==> config.mk <==
export PLATFORM = sky130hd
export DESIGN_NAME = button_debounce_press_classifier
export DESIGN_NICKNAME = d
export VERILOG_FILES = /design/src/rtl/bdpc_pkg.sv /design/src/rtl/button_debounce_press_classifier.sv /design/src/rtl/bdpc_lane.sv /design/src/rtl/bdpc_merge.sv
export SDC_FILE = /design/constraint.sdc
export NUM_CORES = 1
export LEC_CHECK = 0
export BUFFER_PORTS_ARGS = -buffer_cell sky130_fd_sc_hd__buf_2
export CELL_PAD_IN_SITES_DETAIL_PLACEMENT = 1
export CELL_PAD_IN_SITES_GLOBAL_PLACEMENT = 1
export CORE_ASPECT_RATIO = 0.7
export CORE_UTILIZATION = 43
export DETAILED_ROUTE_END_ITERATION = 6
export PLACE_DENSITY = 0.76
export SLEW_MARGIN = 20
export SYNTH_ARGS = -nofsm -noshare
export SYNTH_HDL_FRONTEND = slang
export SYNTH_SLANG_ARGS = --single-unit
export TNS_END_PERCENT = 50
==> constraint.sdc <==
create_clock -name i_clk -period 2.8 [get_ports i_clk]
set_input_delay 0.42 -clock i_clk [delete_from_list [all_inputs] [get_ports i_clk]]
set_output_delay 0.42 -clock i_clk [all_outputs]
set_load 0.02 [all_outputs]
==> src/rtl/bdpc_pkg.sv <==
`default_nettype none

package bdpc_pkg;

    // fixed field widths
    localparam int RAW_WIDTH   = 4;
    localparam int INDEX_WIDTH = 2;
    localparam int CFG_WIDTH   = 16;
    localparam int CNT_WIDTH   = 17;

    // all ones marks an idle countdown
    localparam logic [CNT_WIDTH-1:0] CNT_IDLE = '1;

    // command codes
    localparam logic CMD_TICK = 1'b0;
    localparam logic CMD_READ = 1'b1;

    // register indexes
    localparam logic [1:0] CFG_LONG_TICKS   = 2'd0;
    localparam logic [1:0] CFG_DOUBLE_TICKS = 2'd1;
    localparam logic [1:0] CFG_PRESSED_LVL  = 2'd2;

    // register reset values
    localparam logic [CFG_WIDTH-1:0] LONG_TICKS_RESET   = 16'd100;
    localparam logic [CFG_WIDTH-1:0] DOUBLE_TICKS_RESET = 16'd50;
    localparam logic                 PRESSED_LVL_RESET  = 1'b0;
    localparam logic                 RELEASED_RESET     = ~PRESSED_LVL_RESET;

    typedef struct packed {
        logic                 pressed_level;
        logic [CFG_WIDTH-1:0] long_reload;
        logic [CFG_WIDTH-1:0] window_reload;
    } t_cfg;

    typedef struct packed {
        logic single_p;
        logic long_p;
        logic double_p;
        logic level_next;
    } t_lane_status;

    typedef struct packed {
        logic                 single_event;
        logic                 long_event;
        logic                 double_event;
        logic                 button_level;
        logic [RAW_WIDTH-1:0] all_levels;
    } t_result;

endpackage

`default_nettype wire

==> src/rtl/button_debounce_press_classifier.sv <==
`default_nettype none

// Debouncer and press classifier for NUM_BUTTONS buttons. Each input word is
// either a tick (cmd 0), which shifts every button's raw level into a
// three-deep sample chain and updates its debounced level, press flags and
// countdowns, or a read (cmd 1), which returns the single, long and double
// press flags of button_index and clears them. Every word yields exactly one
// result word carrying the debounced level of button_index and of the first
// four buttons after the update. One button lane per button does the work in
// parallel and a merge stage picks the addressed lane, so a word is taken on
// every cycle unless input stall is high; its result is held in a two-word
// output buffer that decouples the sides: input stall rises only when both
// words are held by a stalled consumer. A duration register written as
// zero acts as one. Write configuration only while no word is in flight.
module button_debounce_press_classifier #(
    parameter int NUM_BUTTONS = 4
) (
    input  wire         i_clk,
    input  wire         i_rst_n,
    // input channel
    input  wire         i_in_valid,
    output logic        o_in_stall,
    input  wire         i_cmd,
    input  wire  [3:0]  i_raw_levels,
    input  wire  [1:0]  i_button_index,
    // output channel
    output logic        o_out_valid,
    input  wire         i_out_stall,
    output logic        o_single_event,
    output logic        o_long_event,
    output logic        o_double_event,
    output logic        o_button_level,
    output logic [3:0]  o_all_levels,
    // configuration
    input  wire         i_cfg_wr_en,
    input  wire  [1:0]  i_cfg_index,
    input  wire  [15:0] i_cfg_wdata
);

    // configuration registers
    logic [bdpc_pkg::CFG_WIDTH-1:0] r_long_ticks, r_double_ticks;
    logic                           r_pressed_level;

    always_ff @(posedge i_clk) begin
        if (!i_rst_n) begin
            r_long_ticks    <= bdpc_pkg::LONG_TICKS_RESET;
            r_double_ticks  <= bdpc_pkg::DOUBLE_TICKS_RESET;
            r_pressed_level <= bdpc_pkg::PRESSED_LVL_RESET;
        end else if (i_cfg_wr_en) begin
            unique case (i_cfg_index)
                bdpc_pkg::CFG_LONG_TICKS:   r_long_ticks    <= i_cfg_wdata;
                bdpc_pkg::CFG_DOUBLE_TICKS: r_double_ticks  <= i_cfg_wdata;
                bdpc_pkg::CFG_PRESSED_LVL:  r_pressed_level <= i_cfg_wdata[0];
                default: ;  // writes beyond the register list are dropped
            endcase
        end
    end

    // zero durations count as one tick
    bdpc_pkg::t_cfg cfg;
    always_comb begin
        cfg.pressed_level = r_pressed_level;
        cfg.long_reload   = (r_long_ticks == '0) ? 16'd1 : r_long_ticks;
        cfg.window_reload = (r_double_ticks == '0) ? 16'd1 : r_double_ticks;
    end

    logic in_accept, out_pop;
    assign in_accept = i_in_valid && !o_in_stall;

    // button lanes
    bdpc_pkg::t_lane_status lane_status [NUM_BUTTONS];

    for (genvar g = 0; g < NUM_BUTTONS; g++) begin : g_lane
        logic raw_bit;
        if (g < bdpc_pkg::RAW_WIDTH) begin : g_raw
            assign raw_bit = i_raw_levels[g];
        end else begin : g_noraw
            // buttons past the raw field always sample low
            assign raw_bit = 1'b0;
        end

        bdpc_lane u_lane (
            .i_clk    (i_clk),
            .i_rst_n  (i_rst_n),
            .i_tick   (in_accept && i_cmd == bdpc_pkg::CMD_TICK),
            .i_clear  (in_accept && i_cmd == bdpc_pkg::CMD_READ
                       && 32'(i_button_index) == g),
            .i_raw    (raw_bit),
            .i_cfg    (cfg),
            .o_status (lane_status[g])
        );
    end

    // pick the addressed lane and gather levels
    bdpc_pkg::t_result result;

    bdpc_merge #(
        .NUM_BUTTONS (NUM_BUTTONS)
    ) u_merge (
        .i_cmd          (i_cmd),
        .i_button_index (i_button_index),
        .i_status       (lane_status),
        .o_result       (result)
    );

    // two-word output buffer
    bdpc_pkg::t_result r_buf [2];
    logic              r_wr_ptr, r_rd_ptr;
    logic [1:0]        r_count, n_count;

    assign out_pop     = o_out_valid && !i_out_stall;
    assign o_out_valid = (r_count != 2'd0);
    assign o_in_stall  = (r_count == 2'd2);

    always_comb begin
        n_count = r_count;
        if (in_accept && !out_pop) begin
            n_count = r_count + 2'd1;
        end else if (!in_accept && out_pop) begin
            n_count = r_count - 2'd1;
        end
    end

    always_ff @(posedge i_clk) begin
        if (!i_rst_n) begin
            r_count  <= 2'd0;
            r_wr_ptr <= 1'b0;
            r_rd_ptr <= 1'b0;
        end else begin
            r_count <= n_count;
            if (in_accept) begin
                r_wr_ptr <= ~r_wr_ptr;
            end
            if (out_pop) begin
                r_rd_ptr <= ~r_rd_ptr;
            end
        end
    end

    // hold payload until taken
    always_ff @(posedge i_clk) begin
        if (in_accept) begin
            r_buf[r_wr_ptr] <= result;
        end
    end

    assign o_single_event = r_buf[r_rd_ptr].single_event;
    assign o_long_event   = r_buf[r_rd_ptr].long_event;
    assign o_double_event = r_buf[r_rd_ptr].double_event;
    assign o_button_level = r_buf[r_rd_ptr].button_level;
    assign o_all_levels   = r_buf[r_rd_ptr].all_levels;

endmodule

`default_nettype wire

==> src/rtl/bdpc_lane.sv <==
`default_nettype none

module bdpc_lane (
    input  wire                   i_clk,
    input  wire                   i_rst_n,
    input  wire                   i_tick,
    input  wire                   i_clear,
    input  wire                   i_raw,
    input  bdpc_pkg::t_cfg        i_cfg,
    output bdpc_pkg::t_lane_status o_status
);

    // The third sample of the chain is the middle sample of the previous tick,
    // so the stability check compares middle, newest and the incoming level.
    logic r_newest, r_middle, r_deb;
    logic n_newest, n_middle, n_deb;
    logic [bdpc_pkg::CNT_WIDTH-1:0] r_hold, n_hold, r_window, n_window;
    logic [bdpc_pkg::CNT_WIDTH-1:0] win_dec, hold_dec;
    logic r_first, n_first, r_single, n_single, r_long, n_long, r_double, n_double;

    always_comb begin
        n_newest = r_newest;
        n_middle = r_middle;
        n_deb    = r_deb;
        n_hold   = r_hold;
        n_window = r_window;
        n_first  = r_first;
        n_single = r_single;
        n_long   = r_long;
        n_double = r_double;
        win_dec  = r_window - 1'b1;
        hold_dec = r_hold - 1'b1;

        if (i_tick) begin
            n_middle = r_newest;
            n_newest = i_raw;

            // advance the double-press window
            if (r_window != bdpc_pkg::CNT_IDLE && r_window != '0) begin
                n_window = win_dec;
            end
            if (n_window == '0) begin
                n_first = 1'b0;
            end

            if (r_middle == r_newest && r_newest == i_raw) begin
                if (r_deb != i_raw) begin
                    n_deb = i_raw;
                    if (i_raw == i_cfg.pressed_level) begin
                        n_single = 1'b1;
                        n_hold   = {1'b0, i_cfg.long_reload};
                        if (!n_first) begin
                            n_first  = 1'b1;
                            n_window = {1'b0, i_cfg.window_reload};
                        end else begin
                            n_double = 1'b1;
                            n_first  = 1'b0;
                            n_window = bdpc_pkg::CNT_IDLE;
                        end
                    end else begin
                        n_hold = bdpc_pkg::CNT_IDLE;
                    end
                end else if (i_raw == i_cfg.pressed_level && r_hold != bdpc_pkg::CNT_IDLE) begin
                    if (hold_dec == '0) begin
                        n_hold = {1'b0, i_cfg.long_reload};
                        n_long = 1'b1;
                    end else begin
                        n_hold = hold_dec;
                    end
                end
            end
        end

        if (i_clear) begin
            n_single = 1'b0;
            n_long   = 1'b0;
            n_double = 1'b0;
        end
    end

    always_ff @(posedge i_clk) begin
        if (!i_rst_n) begin
            r_newest <= bdpc_pkg::RELEASED_RESET;
            r_middle <= bdpc_pkg::RELEASED_RESET;
            r_deb    <= bdpc_pkg::RELEASED_RESET;
            r_hold   <= bdpc_pkg::CNT_IDLE;
            r_window <= bdpc_pkg::CNT_IDLE;
            r_first  <= 1'b0;
            r_single <= 1'b0;
            r_long   <= 1'b0;
            r_double <= 1'b0;
        end else begin
            r_newest <= n_newest;
            r_middle <= n_middle;
            r_deb    <= n_deb;
            r_hold   <= n_hold;
            r_window <= n_window;
            r_first  <= n_first;
            r_single <= n_single;
            r_long   <= n_long;
            r_double <= n_double;
        end
    end

    assign o_status.single_p   = r_single;
    assign o_status.long_p     = r_long;
    assign o_status.double_p   = r_double;
    assign o_status.level_next = n_deb;

endmodule

`default_nettype wire

==> src/rtl/bdpc_merge.sv <==
`default_nettype none

module bdpc_merge #(
    parameter int NUM_BUTTONS = 4
) (
    input  wire                                 i_cmd,
    input  wire  [bdpc_pkg::INDEX_WIDTH-1:0]    i_button_index,
    input  bdpc_pkg::t_lane_status              i_status [NUM_BUTTONS],
    output bdpc_pkg::t_result                   o_result
);

    always_comb begin
        o_result = '0;
        for (int i = 0; i < NUM_BUTTONS; i++) begin
            if (i < bdpc_pkg::RAW_WIDTH) begin
                o_result.all_levels[i[bdpc_pkg::INDEX_WIDTH-1:0]] = i_status[i].level_next;
            end
            if (32'(i_button_index) == i) begin
                o_result.button_level = i_status[i].level_next;
                if (i_cmd == bdpc_pkg::CMD_READ) begin
                    o_result.single_event = i_status[i].single_p;
                    o_result.long_event   = i_status[i].long_p;
                    o_result.double_event = i_status[i].double_p;
                end
            end
        end
    end

endmodule

`default_nettype wire
==> out/results.txt <==
The flow ran to the end, but the final reports show violations. The final reports fail on setup timing. The die footprint is 33400 um^2, and the cell count along the critical path is 11. The endpoint of the lowest-slack register-to-register path is g_lane[3].u_lane.r_window[8]. The final critical-path share of the clock period was 1.06. In this run the critical register-to-register path is launched from g_lane[3].u_lane.r_window[1]. The die width is 218 um, and the part of the Yosys area used for sequential elements is 0.322. The largest fanout on the critical path is 5, and the power density over the cells is 505 nW/um^2. The tools report the count of endpoints failing hold in the final timing report as 0.

For flop-to-flop paths, the worst setup slack is -160 ps. Setup repair after global routing could not meet its margin everywhere. For this run, the leading register cell type out of synthesis is dfxtp_1. The number of synthesized register bits works out to 218. The remaining number of nets flagged by the antenna check after routing was 0; the fraction of met1 tracks used by global routing was 0.512. The worst-case reg-to-reg path depth works out to 11.

The path with the worst hold slack has its endpoint at r_long_ticks[13]. The HPWL after detailed placement is 42800 um. The run gives 0.444 as the initial cell density of the core. The area inside the core boundary was 31600 um^2; the worst slack after detailed placement was -283 ps. The proportion of synthesized flip-flops having asynchronous set or reset came out at 0.

The average instance in the mapped netlist occupies 7.43 um^2. The net count after synthesis came out at 1940. The met3 global-route usage came out at 0.0794. Most common cell type on the critical path: nand4_1.

The tool flagged a number of max-cap violations equal to 0. The run gives 0 as the antenna diode count. The total number of nets in the final design was 2110; the number of buffers inserted for hold repair after clock tree synthesis was 0. For the relative slew slack, the log shows 0.364. The first detailed-routing pass took 5 iterations.

Area fraction of the dominant cell type after synthesis: 0.288. The most used routing layer in global routing is met1. The tools report the warning count from the yosys run as 0. The worst hold slack across all endpoints was 146 ps. The count of input and output buffers was 39; the routed via count was 16200. Counting every instance in the synthesized netlist gives 1889. In this run the count of I/O pins placed on the die edge is 40. Together, buffers and inverters on the worst path number 2. The run gives 2497 as the final non-filler cell total.

The data required time of the worst path was 3180 ps; the number of enable-type register cells in the synthesized netlist was 16. The routed length per instance is 23.8 um, and the vias per cell is 6.48. The slowest cell on the critical path is or4_1.

The class of the most critical setup path is register to register. The final critical-path setup slack is -160 ps, and the leakage power figure is 6.60 nW. Clock tree synthesis found a total of 218 sinks. The logs give 1 for the number of H-tree branching levels and 0.338 GHz for the peak clock frequency supported by timing. Number of global-route vias before repair: 15900. The number of clock buffers added by TritonCTS is 25. The run gives 3340 ps as the data arrival time of the worst path.

After detailed placement, the design holds a cell count of 2435. The floorplan step set the die height to 153 um. The total routing usage reported by global routing is 0.348, and the last weighted congestion value of the routability-driven placer is 1.02. The maximum number of pins on one net before global-route repair was 57. The tools report the first-pass GRT wire length as 92100 um.

Global routing finished with a remaining overflow of 0. Ratio of cells with drive above 1 in the final layout: 0.239. Relative to the synthesized area, the layout overhead comes to 25.8%. The worst hold path passes through 3 cells. By area the synthesized netlist is led by dfxtp_1 (29%), nand2_1 (6.3%), a21oi_1 (4.9%). The post-synthesis cell type count came out at 91. The buffer levels on the longest clock path came out at 3.

The critical hold path startpoint was i_cfg_wdata[13]. The CTS clock-pin slew for the worst setup and hold paths came out at 70 ps. The library cell used most frequently in the layout, excluding fill and tap cells, is buf_4.

The design draws 8.92 mW. The worst setup path is captured at a register. The worst min-delay path category was input port to register. The clock latency on the worst-skew pair was 550 ps. The peak supply drop came out at 0.376 mV. The run gives 0 as the number of pins exceeding their max-slew limit in the final report. The cell area that synthesis handed to floorplanning was 14000 um^2. The critical path goes through inv_2, ha_4, nor3b_4, nand4_1, or4_1, a311oi_2, nand4_1, buf_4, a21o_4, o21ai_2, nand3_1. The worst stage delay on the critical path is 540 ps. For the DRC violation total after the first TritonRoute iteration, the log shows 1948. The cell at the root of the clock tree is clkbuf_16. Category of cells accounting for the largest share of critical-path delay: simple AND/OR/NAND/NOR gates. The worst setup path is launched from a register. TritonCTS built the clock tree. On the final layout, the worst clock skew is 28.3 ps.

The final layout contains routed wiring with a total length of 59300 um. The tools report the met2 track demand over resource as 0.503. The minimum period implied by the final worst setup slack was 2960 ps; the final-report setup violation count was 14. The floorplan has 54 rows. At the pin with the least slew margin, the transition time is 945 ps. The initial antenna violation count was 0. For this run, design rule violations remaining after detail routing come to 0. The top cell types in the final layout, fill and taps aside, are buf_4 (234), nand2_1 (231), dfxtp_1 (195). The biggest area contributor in the post-synthesis netlist is dfxtp_1.
worst max path at each step:
stage                                             from                      endpoint  slack, ps
final                     g_lane[3].u_lane.r_window[1]  g_lane[3].u_lane.r_window[8]       -160
after global routing      g_lane[3].u_lane.r_window[1]  g_lane[3].u_lane.r_window[8]       -270
after global placement      g_lane[3].u_lane.r_hold[0]    g_lane[3].u_lane.r_hold[9]       -180
after floorplan           g_lane[2].u_lane.r_window[9]  g_lane[2].u_lane.r_window[6]        -10
after CTS                   g_lane[2].u_lane.r_hold[1]   g_lane[2].u_lane.r_hold[14]       -110
after detailed placement    g_lane[3].u_lane.r_hold[0]   g_lane[3].u_lane.r_hold[15]       -280
cell type report:
cell class	count	area (um^2)
clock buffers	31	672
well taps	420	526
clock inverters	14	188
multi-input cells	1476	9450
flip-flops and latches	218	4540
inverters	57	214
fillers	3927	14000
repair buffers	281	2070
where the power goes:
part | switching (mW) | total, mW | internal, mW
clock | 1.47 | 3.54 | 2.08
sequential | 0.207 | 3.52 | 3.31
combinational | 1.17 | 1.86 | 0.692
stage by stage:
step / util / setup TNS [ps] / cell area [um^2]
floorplan: - / -144 / 14100
global placement: 0.507 / -1310 / 16000
detailed placement: 0.507 / -5160 / 16000
CTS: 0.539 / -694 / 17100
global route: 0.558 / -4550 / 17700
finish: 0.558 / -1180 / 17700
registers in the layout, indices dropped and copies added (netlist names), 16 cells and up, named ones only:
signal	cells
r_double_ticks	16
g_lane.u_lane.r_hold	68
r_buf	16
r_long_ticks	16
g_lane.u_lane.r_window	68
what timing repair did:
action                     in CTS  in global routing
gates resized for setup        39                109
buffers inserted                4                 12
setup endpoints to repair      75                103
gates cloned                    0                  1
pin swaps                      15                 40
synth_stat cells, drive strengths merged, types with 41 or more instances:
library cell / n
nand2: 235
nand4: 56
nand3: 78
nor4: 44
o21ai: 127
inv: 57
dfxtp: 202
nor2: 188
a31oi: 47
clkbuf: 118
nor3: 67
o22ai: 41
a21oi: 138
worst register-to-register path, cell delays in order (launching register included):
cell and delay (ps):
dfxtp_2 330, inv_2 80, ha_4 140, nor3b_4 220, nand4_1 230, or4_1 540, a311oi_2 350, nand4_1 230
buf_4 210, a21o_4 250, o21ai_2 120, nand3_1 80
kinds of logic after synthesis:
| family | after synthesis | synth area share |
|---|---|---|
| mux | 22 | 0.0200 |
| compound gates | 543 | 0.248 |
| fa+ha+maj | 21 | 0.0187 |
| xor+xnor | 68 | 0.0424 |
| flops | 218 | 0.322 |
| simple gates | 821 | 0.294 |
| buf+inv | 196 | 0.0546 |
layer usage:
layer / part of all wire / vias to the layer above
met5: 0 / -
met4: 0.023 / 0
met3: 0.099 / 94
met2: 0.42 / 731
met1: 0.46 / 8031
li1: - / 7321
Power figures use the tool's default switching activity.
